**src/hdl/assert_macros.svh**
```systemverilog
// ----------------------------------------------------------------------------
// Assertion macros
// Shared concurrent assertion forms, clocked on clk and quiet during rst.
// ----------------------------------------------------------------------------
`ifndef ASSERT_MACROS_SVH
`define ASSERT_MACROS_SVH

// The property must hold at every clock edge outside reset.
`define ASSERT_CLK(lbl, prop, msg) \
  lbl: assert property (@(posedge clk) disable iff (rst) (prop)) else $error(msg);

// The condition must never be true outside reset.
`define ASSERT_NEVER(lbl, cond, msg) \
  lbl: assert property (@(posedge clk) disable iff (rst) !(cond)) else $error(msg);

`endif

```
**src/hdl/adtsp_pkg.sv**
```systemverilog
// ----------------------------------------------------------------------------
// ADTS parser package
// Types, constants and the sampling rate table shared by the parser modules.
// ----------------------------------------------------------------------------
`timescale 1ns / 1ps

package adtsp_pkg;

  localparam int COUNT_BITS_DEFAULT = 16;

  localparam int BYTE_W   = 8;
  localparam int FNUM_W   = 16;
  localparam int PROF_W   = 2;
  localparam int RIDX_W   = 4;
  localparam int RATE_W   = 17;
  localparam int LEN_W    = 13;

  localparam logic [BYTE_W-1:0] SYNC_BYTE   = 8'hFF;
  localparam logic [3:0]        SYNC_NIBBLE = 4'hF;
  localparam logic [LEN_W-1:0]  MIN_LENGTH  = 13'd7;

  // Header byte positions within a frame
  localparam logic [LEN_W-1:0] POS_AFTER_SYNC = 13'd2;
  localparam logic [LEN_W-1:0] POS_LEN_HIGH   = 13'd3;
  localparam logic [LEN_W-1:0] POS_LEN_MID    = 13'd4;
  localparam logic [LEN_W-1:0] POS_LEN_LOW    = 13'd5;

  localparam int QUEUE_DEPTH = 4;
  localparam int QUEUE_AW    = $clog2(QUEUE_DEPTH);

  typedef enum logic [2:0] {
    PH_HUNT  = 3'b001,
    PH_SYNC2 = 3'b010,
    PH_FRAME = 3'b100
  } phase_t;

  typedef struct packed {
    logic [FNUM_W-1:0] frame_number;
    logic [PROF_W-1:0] profile;
    logic [RIDX_W-1:0] rate_index;
    logic [LEN_W-1:0]  frame_length;
  } report_t;

  function automatic logic [RATE_W-1:0] rate_hz(input logic [RIDX_W-1:0] idx);
    logic [RATE_W-1:0] r;
    case (idx)
      4'd0:    r = 17'd96000;
      4'd1:    r = 17'd88200;
      4'd2:    r = 17'd64000;
      4'd3:    r = 17'd48000;
      4'd4:    r = 17'd44100;
      4'd5:    r = 17'd32000;
      4'd6:    r = 17'd24000;
      4'd7:    r = 17'd22050;
      4'd8:    r = 17'd16000;
      4'd9:    r = 17'd12000;
      4'd10:   r = 17'd11025;
      4'd11:   r = 17'd8000;
      default: r = '0;
    endcase
    return r;
  endfunction

endpackage

```
**src/hdl/adts_frame_header_parser_core.sv**
```systemverilog
// ----------------------------------------------------------------------------
// ADTS frame header parser
// Finds ADTS frames in a byte stream and reports each frame's header fields,
// sampling rate and length on the frame's last byte.
// ----------------------------------------------------------------------------
//  Channel | Handshake            | Word
//  --------+----------------------+----------------------------------------
//  input   | in_valid / in_ready  | stream_byte
//  output  | out_valid / out_ready| frame_number, profile, rate_index,
//          |                      | sample_rate_hz, frame_length
//
//  One byte is taken per cycle unless the queue is full; its report, if any,
//  passes through the report queue and appears in the cycle after the pop.
//  The byte input stalls only when the four-word report queue is full.
//  rst is synchronous: it returns the parser to hunting for sync and empties
//  the queue and the output register.
// ----------------------------------------------------------------------------
`timescale 1ns / 1ps

module adts_frame_header_parser_core #(
  parameter int COUNT_BITS = adtsp_pkg::COUNT_BITS_DEFAULT
) (
  input  logic                         clk,
  input  logic                         rst,
  input  logic                         in_valid,
  output logic                         in_ready,
  input  logic [adtsp_pkg::BYTE_W-1:0] stream_byte,
  output logic                         out_valid,
  input  logic                         out_ready,
  output logic [adtsp_pkg::FNUM_W-1:0] frame_number,
  output logic [adtsp_pkg::PROF_W-1:0] profile,
  output logic [adtsp_pkg::RIDX_W-1:0] rate_index,
  output logic [adtsp_pkg::RATE_W-1:0] sample_rate_hz,
  output logic [adtsp_pkg::LEN_W-1:0]  frame_length
);
  import adtsp_pkg::*;

  logic    q_full;
  logic    q_nonempty;
  logic    push;
  logic    pop;
  report_t push_data;
  report_t pop_data;

  adtsp_front #(
    .COUNT_BITS (COUNT_BITS)
  ) u_front (
    .clk         (clk),
    .rst         (rst),
    .in_valid    (in_valid),
    .in_ready    (in_ready),
    .stream_byte (stream_byte),
    .q_full      (q_full),
    .push        (push),
    .push_data   (push_data)
  );

  adtsp_fifo u_fifo (
    .clk       (clk),
    .rst       (rst),
    .push      (push),
    .push_data (push_data),
    .full      (q_full),
    .pop       (pop),
    .nonempty  (q_nonempty),
    .pop_data  (pop_data)
  );

  adtsp_back u_back (
    .clk            (clk),
    .rst            (rst),
    .q_nonempty     (q_nonempty),
    .q_data         (pop_data),
    .pop            (pop),
    .out_valid      (out_valid),
    .out_ready      (out_ready),
    .frame_number   (frame_number),
    .profile        (profile),
    .rate_index     (rate_index),
    .sample_rate_hz (sample_rate_hz),
    .frame_length   (frame_length)
  );

endmodule

```
**src/hdl/adtsp_front.sv**
```systemverilog
// ----------------------------------------------------------------------------
// ADTS parser front end
// Hunts for sync, captures header fields, counts frame bytes and raises a
// report word on the last byte of each frame.
// ----------------------------------------------------------------------------
`timescale 1ns / 1ps
`include "assert_macros.svh"

module adtsp_front #(
  parameter int COUNT_BITS = adtsp_pkg::COUNT_BITS_DEFAULT
) (
  input  logic                          clk,
  input  logic                          rst,
  input  logic                          in_valid,
  output logic                          in_ready,
  input  logic [adtsp_pkg::BYTE_W-1:0]  stream_byte,
  input  logic                          q_full,
  output logic                          push,
  output adtsp_pkg::report_t            push_data
);
  import adtsp_pkg::*;

  phase_t              phase, phase_next;
  logic [LEN_W-1:0]    pos, pos_next;
  logic [PROF_W-1:0]   held_profile, held_profile_next;
  logic [RIDX_W-1:0]   held_rate_index, held_rate_index_next;
  logic [LEN_W-1:0]    held_length, held_length_next;
  logic [COUNT_BITS-1:0] frame_counter;
  logic                accept;
  logic                report;

  assign in_ready = !q_full;
  assign accept   = in_valid && in_ready;

  always_comb begin
    phase_next           = phase;
    pos_next             = pos;
    held_profile_next    = held_profile;
    held_rate_index_next = held_rate_index;
    held_length_next     = held_length;
    report               = 1'b0;
    unique case (phase)
      PH_SYNC2: begin
        if (stream_byte[7:4] == SYNC_NIBBLE) begin
          phase_next = PH_FRAME;
          pos_next   = POS_AFTER_SYNC;
        end else if (stream_byte != SYNC_BYTE) begin
          phase_next = PH_HUNT;
        end
      end
      PH_FRAME: begin
        case (pos)
          POS_AFTER_SYNC: begin
            held_profile_next    = stream_byte[7:6];
            held_rate_index_next = stream_byte[5:2];
          end
          POS_LEN_HIGH: held_length_next = {stream_byte[1:0], 11'd0};
          POS_LEN_MID:  held_length_next = held_length | {2'd0, stream_byte, 3'd0};
          POS_LEN_LOW:  held_length_next = held_length | {10'd0, stream_byte[7:5]};
          default:      held_length_next = held_length;
        endcase
        // A length below the header size is rejected: the frame
        // is dropped once its length is complete.
        if (pos == POS_LEN_LOW && held_length_next < MIN_LENGTH) begin
          phase_next = PH_HUNT;
          pos_next   = '0;
        end else if (pos >= POS_LEN_LOW &&
                     ({1'b0, pos} + 14'd1) == {1'b0, held_length_next}) begin
          report     = 1'b1;
          phase_next = PH_HUNT;
          pos_next   = '0;
        end else begin
          pos_next = pos + 13'd1;
        end
      end
      default: begin
        phase_next = (stream_byte == SYNC_BYTE) ? PH_SYNC2 : PH_HUNT;
        pos_next   = '0;
      end
    endcase
  end

  always_ff @(posedge clk) begin
    if (rst) begin
      phase           <= PH_HUNT;
      pos             <= '0;
      held_profile    <= '0;
      held_rate_index <= '0;
      held_length     <= '0;
      frame_counter   <= '0;
    end else if (accept) begin
      phase           <= phase_next;
      pos             <= pos_next;
      held_profile    <= held_profile_next;
      held_rate_index <= held_rate_index_next;
      held_length     <= held_length_next;
      if (report) begin
        frame_counter <= frame_counter + 1'b1;
      end
    end
  end

  assign push                   = accept && report;
  assign push_data.frame_number = FNUM_W'(frame_counter);
  assign push_data.profile      = held_profile;
  assign push_data.rate_index   = held_rate_index;
  assign push_data.frame_length = held_length_next;

  `ASSERT_CLK(a_pos_clear_outside_frame, (phase != PH_FRAME) |-> (pos == '0),
              "byte position not cleared outside a frame")

endmodule

```
**src/hdl/adtsp_fifo.sv**
```systemverilog
// ----------------------------------------------------------------------------
// ADTS parser report queue
// Short first-in first-out queue of report words between front and back end.
// ----------------------------------------------------------------------------
`timescale 1ns / 1ps
`include "assert_macros.svh"

module adtsp_fifo (
  input  logic               clk,
  input  logic               rst,
  input  logic               push,
  input  adtsp_pkg::report_t push_data,
  output logic               full,
  input  logic               pop,
  output logic               nonempty,
  output adtsp_pkg::report_t pop_data
);
  import adtsp_pkg::*;

  report_t             mem [QUEUE_DEPTH];
  logic [QUEUE_AW-1:0] wr_ptr;
  logic [QUEUE_AW-1:0] rd_ptr;
  logic [QUEUE_AW:0]   count;

  assign full     = (count == (QUEUE_AW+1)'(QUEUE_DEPTH));
  assign nonempty = (count != '0);
  assign pop_data = mem[rd_ptr];

  always_ff @(posedge clk) begin
    if (push) begin
      mem[wr_ptr] <= push_data;
    end
  end

  always_ff @(posedge clk) begin
    if (rst) begin
      wr_ptr <= '0;
      rd_ptr <= '0;
      count  <= '0;
    end else begin
      if (push) begin
        wr_ptr <= wr_ptr + 1'b1;
      end
      if (pop) begin
        rd_ptr <= rd_ptr + 1'b1;
      end
      case ({push, pop})
        2'b10:   count <= count + 1'b1;
        2'b01:   count <= count - 1'b1;
        default: count <= count;
      endcase
    end
  end

  `ASSERT_NEVER(a_no_overflow, push && full && !pop,
                "report word pushed into a full queue")
  `ASSERT_NEVER(a_no_underflow, pop && !nonempty,
                "report word popped from an empty queue")

endmodule

```
**src/hdl/adtsp_back.sv**
```systemverilog
// ----------------------------------------------------------------------------
// ADTS parser back end
// Takes report words from the queue, decodes the sampling rate and holds the
// result in the output register until it is taken.
// ----------------------------------------------------------------------------
`timescale 1ns / 1ps
`include "assert_macros.svh"

module adtsp_back (
  input  logic                         clk,
  input  logic                         rst,
  input  logic                         q_nonempty,
  input  adtsp_pkg::report_t           q_data,
  output logic                         pop,
  output logic                         out_valid,
  input  logic                         out_ready,
  output logic [adtsp_pkg::FNUM_W-1:0] frame_number,
  output logic [adtsp_pkg::PROF_W-1:0] profile,
  output logic [adtsp_pkg::RIDX_W-1:0] rate_index,
  output logic [adtsp_pkg::RATE_W-1:0] sample_rate_hz,
  output logic [adtsp_pkg::LEN_W-1:0]  frame_length
);
  import adtsp_pkg::*;

  assign pop = q_nonempty && (!out_valid || out_ready);

  always_ff @(posedge clk) begin
    if (rst) begin
      out_valid <= 1'b0;
    end else if (pop) begin
      out_valid <= 1'b1;
    end else if (out_ready) begin
      out_valid <= 1'b0;
    end
  end

  always_ff @(posedge clk) begin
    if (pop) begin
      frame_number   <= q_data.frame_number;
      profile        <= q_data.profile;
      rate_index     <= q_data.rate_index;
      sample_rate_hz <= rate_hz(q_data.rate_index);
      frame_length   <= q_data.frame_length;
    end
  end

  `ASSERT_CLK(a_pop_loads_output, pop |=> out_valid,
              "output register not loaded after a queue pop")

endmodule
```
**config.mk**
```make
export PLATFORM = sky130hd
export DESIGN_NAME = adts_frame_header_parser_core
export DESIGN_NICKNAME = d
export VERILOG_FILES = /design/src/hdl/adtsp_pkg.sv /design/src/hdl/adts_frame_header_parser_core.sv /design/src/hdl/adtsp_front.sv /design/src/hdl/adtsp_fifo.sv /design/src/hdl/adtsp_back.sv
export VERILOG_INCLUDE_DIRS = /design/src /design/src/hdl
export SDC_FILE = /design/constraint.sdc
export NUM_CORES = 1
export LEC_CHECK = 0
export BUFFER_PORTS_ARGS = -buffer_cell sky130_fd_sc_hd__buf_4
export CAP_MARGIN = 20
export CORE_MARGIN = 2
export CORE_UTILIZATION = 54
export CTS_CLUSTER_DIAMETER = 60
export DETAILED_ROUTE_END_ITERATION = 10
export HOLD_SLACK_MARGIN = 0.03
export PLACE_DENSITY_LB_ADDON = 0.1
export SKIP_CTS_REPAIR_TIMING = 1
export SYNTH_ARGS = -nofsm -noshare
export SYNTH_HDL_FRONTEND = slang
export SYNTH_SLANG_ARGS = --single-unit
```
**constraint.sdc**
```tcl
create_clock -name clk -period 4.8 [get_ports clk]
set_clock_uncertainty 0.15 [all_clocks]
set_input_delay 0.72 -clock clk [delete_from_list [all_inputs] [get_ports clk]]
set_output_delay 0.72 -clock clk [all_outputs]
set_load 0.05 [all_outputs]
```
Yosys cells after proc, flatten, opt, wreduce, memory -nomap -nowiden
Memories as Yosys holds them, arrays and structs flattened. A register that Yosys moved wholly into a read port is not among the register bits. Cells that the tools add are included.

Flip-flop bits (word level): 94. Input bits: 12. Logic and storage cells: 81. Bits in writable memories: 140. Output and inout port bits: 54. Bits in read-only memories: 272. Memories: 2.

Order comparisons: 2. Bitwise operators: 2. Mux-type cells: 23. Equality and inequality tests: 16. Reduce and logical (&&, ||, !) cells: 15. Add/sub/neg operators: 7.

Memories: (name not given) (words 16, bits a word 17, read ports 1, clocked after memory_dff 1, write ports 0, RTL line adtsp_pkg.sv:46) `case (idx)`; u_fifo.mem (words 4, bits a word 35, read ports 1, clocked after memory_dff 1, write ports 1, RTL line adtsp_fifo.sv:20) `report_t mem [QUEUE_DEPTH];`.

Operators by type and width (number): $mux W13 (5); $pmux W13 S3 (1); $eq A13 B2 Y1 const B (2); $eq A13 B3 Y1 const B (2); $pmux W13 S2 (1); $add A16 B1 Y16 const B (1); $add A13 B1 Y14 const B (1); $eq A14 B13 Y1 (1); $add A13 B1 Y13 const B (1); $ge A13 B3 Y1 const B (1); $lt A13 B3 Y1 const B (1); $or A13 B11 Y13 (1); $or A13 B3 Y13 (1); $mux W3 (4); $pmux W3 S2 (2); $eq A8 B8 Y1 const B (1); $ne A8 B8 Y1 const B (1); $mux W1 (7); $eq A3 B3 Y1 const B (2); $mux W2 (3); $ne A3 B1 Y1 const B (2); $reduce_and A3 Y1 (2); $logic_and A1 B1 Y1 (5); $add A2 B1 Y2 const B (2); other kinds (12) (15).

Depth between registers and ports, before layout
Depth in word-level cells: 11. Mapped depth: 19. Gate-level depth less buffers: 15.

Cells and area by module
A second synthesis with hierarchy kept.

Cells, all modules: 776. Area, all modules: 10891.7 um^2.

By module, submodules not included: adtsp_fifo (cells each 226, area each 5529.1 um^2, instances 1); adtsp_front (cells each 453, area each 3482.1 um^2, instances 1); adtsp_back (cells each 97, area each 1880.6 um^2, instances 1).

Least setup slack after synthesis
OpenSTA, ideal clock, no wires.

Kind: flip-flop to flip-flop. Start: reg u_front.pos[0]. End: mem u_fifo.mem[0][0] (netlist bit), enable pin. Setup slack: -0.482 ns. Cell stages (with the launch flop): 14. Data required time: 4.223 ns. Data arrival time: 4.705 ns. Period minus slack after synthesis: 5.282 ns. Path through: dfxtp_1 -> ha_1 -> or3b_2 -> or4_4 -> buf_6 -> a31oi_1 -> nand4_1 -> a2111oi_2 -> nand4b_1 -> or3_1 -> buf_2 -> buf_6 -> buf_2 -> nor2_1.

Word-level cells in the longest chain between the ends: 11. Elaborated cells between the ends (all ways): 17. Those cells by class: add/sub: 1; order compare: 2; eq/ne: 4; mux: 7; reduce/logical: 3.

RTL lines: start: declaration (RTL line adtsp_front.sv:24) `logic [LEN_W-1:0] pos, pos_next;`; start signal: assignment (RTL line adtsp_front.sv:93) `pos <= pos_next;`; branches (longest 6 deep; another with $lt A13 B3 Y1); $mux W1 (*) (RTL line adtsp_front.sv:64) `if (pos == POS_LEN_LOW && held_length_next < MIN_LENGTH) begin`; $mux W1 (*) (RTL line adtsp_front.sv:42) `unique case (phase)`; $logic_and A1 B1 Y1 (*) (RTL line adtsp_front.sv:103) `assign push = accept && report;`; $mux W1 (*) (RTL line adtsp_fifo.sv:30) `if (push) begin`; $mux W1 (implied by the code) (*) (RTL line adtsp_fifo.sv:31) `mem[wr_ptr] <= push_data;`; end: declaration (RTL line adtsp_fifo.sv:20).

Every way passes the cells marked *. The select of a mux whose other input is x is not followed.

Worst setup path in the final report
Start: reg u_front.pos[0]. End: reg u_fifo.count[2].

Word-level cells in the longest chain between the ends: 11. Elaborated cells between the ends (all ways): 19. Those cells by class: add/sub: 1; order compare: 2; eq/ne: 6; mux: 6; reduce/logical: 4.

RTL lines: branches (longest 6 deep; another with $lt A13 B3 Y1); $mux W1 (*) (RTL line adtsp_front.sv:64); $mux W1 (*) (RTL line adtsp_front.sv:42); $logic_and A1 B1 Y1 (*) (RTL line adtsp_front.sv:103); $eq A2 B1 Y1 or $eq A2 B2 Y1 (tied branches) (RTL line adtsp_fifo.sv:47) `case ({push, pop})`; $pmux W3 S2 or $reduce_bool A2 Y1 (tied branches); end signal: assignment (RTL line adtsp_fifo.sv:48) `2'b10: count <= count + 1'b1;`; end signal: assignment (RTL line adtsp_fifo.sv:49) `2'b01: count <= count - 1'b1;`; end signal: assignment (RTL line adtsp_fifo.sv:50) `default: count <= count;`; end: declaration (RTL line adtsp_fifo.sv:23) `logic [QUEUE_AW:0] count;`.

Marks and branches as above. A chain may end at the register's enable or synchronous reset.

==> summary.md <==
| Metric | Value |
|---|---|
| Largest net degree at the start of global routing | `61` |
| Detailed placer's ending HPWL | `14500 um` |
| Final Critical Period | `4510 ps` |
| Sink Count | `252` |
| HP Start | `u_front.pos[10]` |
| Clk slew on worst S/H paths | `60 ps` |
| Synth async-reset ratio | `0` |
| Tot Pwr | `0.00627 W` |
| Fraction of final layout cells sized beyond drive strength 1 | `0.210` |
| Worst-path maximum fanout | `15` |
| Worst hold stages | `2` |
| Routed Antenna Nets | `0` |
| Initial antenna violation count | `0` |
| Routability cong. | `0.906` |
| Vias in the first global route | `6457` |
| Synthesis Warnings | `0` |
| Starting Density | `0.554` |
| Pre-Repair DR Iteration Count | `5` |
| Power Density | `510 nW/um2` |
| Run status | `finished clean` |
| DP Area | `11300 um2` |
| Clock root buffer | `clkbuf_16` |
| Clk_lat worst skew | `530 ps` |
| Post-Syn Nets | `785` |
| Die W | `143 um` |
| Worst R2R Path Depth | `14` |
| Final Hold Vio Count | `0` |
| Maxcap violations | `0` |
| Num CTS Buffers | `27` |
| Max_slew headroom | `0.432` |
| Register area share after synthesis | `0.664` |
| Max Buffers Root-to-Sink | `3` |
| Row cnt | `50` |
| Core area | `18900 um2` |
| Htree depth | `1` |
| CP arrival | `4810 ps` |
| Post-Route WL | `21900 um` |
| Tightest Pin Transition | `847 ps` |
| Crit start category | `register` |
| Routed via count | `6513` |
| EDFF count, synth | `191` |
| Hold Crit Class | `reg -> reg` |
| Post-synthesis cell type count | `56` |
| Max Freq | `222 MHz` |
| Overall Global Routing Usage | `0.217` |
| Finished Cell Area | `12300 um2` |
| Die Y-Extent | `143 um` |
| CTS tree | `yes` |
| Drt drc | `0` |
| IO Count | `66` |
| Pleak | `4.22 nW` |
| Flops & latches, synth | `252` |
| Final design utilization | `0.651` |
| WP data required | `5100 ps` |
| Final Cycle Share | `0.939` |
| Synth-to-Final Area Change | `17.4%` |
| Post-Syn Area | `10500 um2` |
| Final #Nets | `855` |
| N_diodes | `0` |
| Post-route setup slack | `293 ps` |
| Max VDD drop | `353 uV` |
| Ys flop type | `edfxtp_1` |
| First-pass GRT wire length | `34400 um` |
| Synthesized instance count | `757` |
| Worst R2R Start | `u_front.pos[0]` |
| Setup TNS | `0 ps` |
| IO Port Bufs | `65` |
| Detail-routed net length per standard cell | `19.8 um` |
| Setup violations, final | `0` |
| RSZ-0062 raised after global routing | `false` |
| Pre-CTS setup slack | `289 ps` |
| R2R Path End | `u_fifo.count[2]` |
| Worst reg2reg setup slack | `290 ps` |
| Syn_area_per_cell | `13.8 um2` |
| Remaining global-route overflow | `0` |
| Critical path class | `reg -> reg` |
| Initial DRC count | `533` |
| Slew Viols, Final | `0` |
| Die area | `20500 um2` |
| Worst Hold Path EP | `u_front.pos[10]` |
| Vias/cell | `5.88` |
| CP endpoint kind | `register` |
[critical path, stage by stage, from the launching register on]
cell	delay [ps]
dfxtp_1	490
ha_1	330
or3b_2	490
or4_4	550
a22oi_2	370
o21ai_0	150
a31o_2	230
a32oi_1	240
or3_1	200
ha_1	200
inv_1	60
fa_1	370
xor2_1	160
or3_1	300
a21oi_1	150
[power by group]
| part | internal, W | switching (W) |
|---|---|---|
| combinational | 0.000366 | 0.00101 |
| clock | 0.00138 | 0.000841 |
| sequential | 0.00259 | 0.0000880 |
[worst max-delay path by stage]
stage	startpoint	endpoint	cells past startpoint
4_1_cts	u_front.pos[0]	u_fifo.count[2]	14
3_3_place_gp	u_front.pos[0]	u_fifo.count[2]	14
2_1_floorplan	u_front.pos[0]	u_fifo.mem[0][0]	13
5_1_grt	u_front.pos[0]	u_fifo.count[2]	14
3_5_place_dp	u_front.pos[0]	u_fifo.count[2]	14
6_report	u_front.pos[0]	u_fifo.count[2]	14
[cells in the final DEF (no fill, tap or decap), types with 23 or more instances in the layout]
| cell | count |
|---|---|
| nor2_1 | 52 |
| nand2_1 | 64 |
| inv_1 | 23 |
| nand3_1 | 26 |
| mux4_2 | 34 |
| a21oi_1 | 52 |
| edfxtp_1 | 191 |
| buf_4 | 77 |
| dfxtp_1 | 60 |
| clkbuf_16 | 28 |
[registers in the layout, summed over array words and instances (netlist names), named ones only]
| name | count |
|---|---|
| u_back.profile | 2 |
| u_fifo.count | 3 |
| u_back.out_valid | 1 |
| u_front.held_length | 13 |
| u_fifo.mem | 140 |
| u_back.frame_number | 16 |
| u_front.held_rate_index | 4 |
| u_back.frame_length | 13 |
| u_front.pos | 13 |
| u_fifo.wr_ptr | 2 |
| u_front.phase | 3 |
| u_back.rate_index | 4 |
| u_front.frame_counter | 16 |
| u_front.held_profile | 2 |
| u_back.sample_rate_hz | 16 |
| u_fifo.rd_ptr | 2 |
[synth_stat cells (4+ instances only)]
cell	instances	area share
xor2_1	9	0.0075
o31ai_1	14	0.010
nor4_1	9	0.0054
nand3_1	26	0.012
nand3b_1	4	0.0029
o21ai_0	18	0.0086
nor3_1	15	0.0072
ha_1	15	0.018
inv_1	23	0.0082
buf_1	5	0.0018
mux4_2	34	0.073
buf_2	4	0.0019
o22ai_1	4	0.0024
a21oi_1	53	0.025
nand4b_1	5	0.0042
nor2_1	56	0.020
a22oi_1	7	0.0050
and3_1	10	0.0060
a31oi_1	9	0.0054
and2_1	4	0.0024
clkbuf_1	27	0.0097
or3_1	5	0.0030
dfxtp_1	61	0.12
or4_1	14	0.010
nand4_1	9	0.0054
xnor2_1	14	0.012
mux2i_1	10	0.0096
edfxtp_1	191	0.55
nand2_1	64	0.023
[logic make-up after synthesis]
| kind of cell | synth area share |
|---|---|
| DFF | 0.664 |
| and+or+nand+nor | 0.110 |
| AOI/OAI and AO/OA | 0.0753 |
| buffers and inverters | 0.0256 |
| muxes | 0.0838 |
| xor gates and xnor gates | 0.0214 |
| adders and majority gates | 0.0198 |
[final cells by class]
cell class	count	area (um2)
sequential	252	6960
clock inverter	16	236
tap	260	325
inverter	23	86.3
timing repair buffer	81	658
multi-input combinational	442	3290
clock buffer	34	743
fill	1420	6600
[through the flow]
stage | hold WS (ps) | cells
6_report | 344 | 1108
3_3_place_gp | 318 | 1058
2_1_floorplan | 294 | 757
4_1_cts | 337 | 1108
5_1_grt | 350 | 1108
3_5_place_dp | 338 | 1058
[per-layer routing]
metal / up-vias / share of wire / wire length (um) / track usage
met5: - / 0 / 0 / 0
met4: 0 / 0.017 / 377 / 0.0562
met3: 35 / 0.048 / 1050 / 0.0312
met2: 207 / 0.49 / 10800 / 0.370
met1: 3230 / 0.44 / 9690 / 0.296
li1: 3041 / - / - / -
No activity file was read; power rests on OpenSTA's default activity.
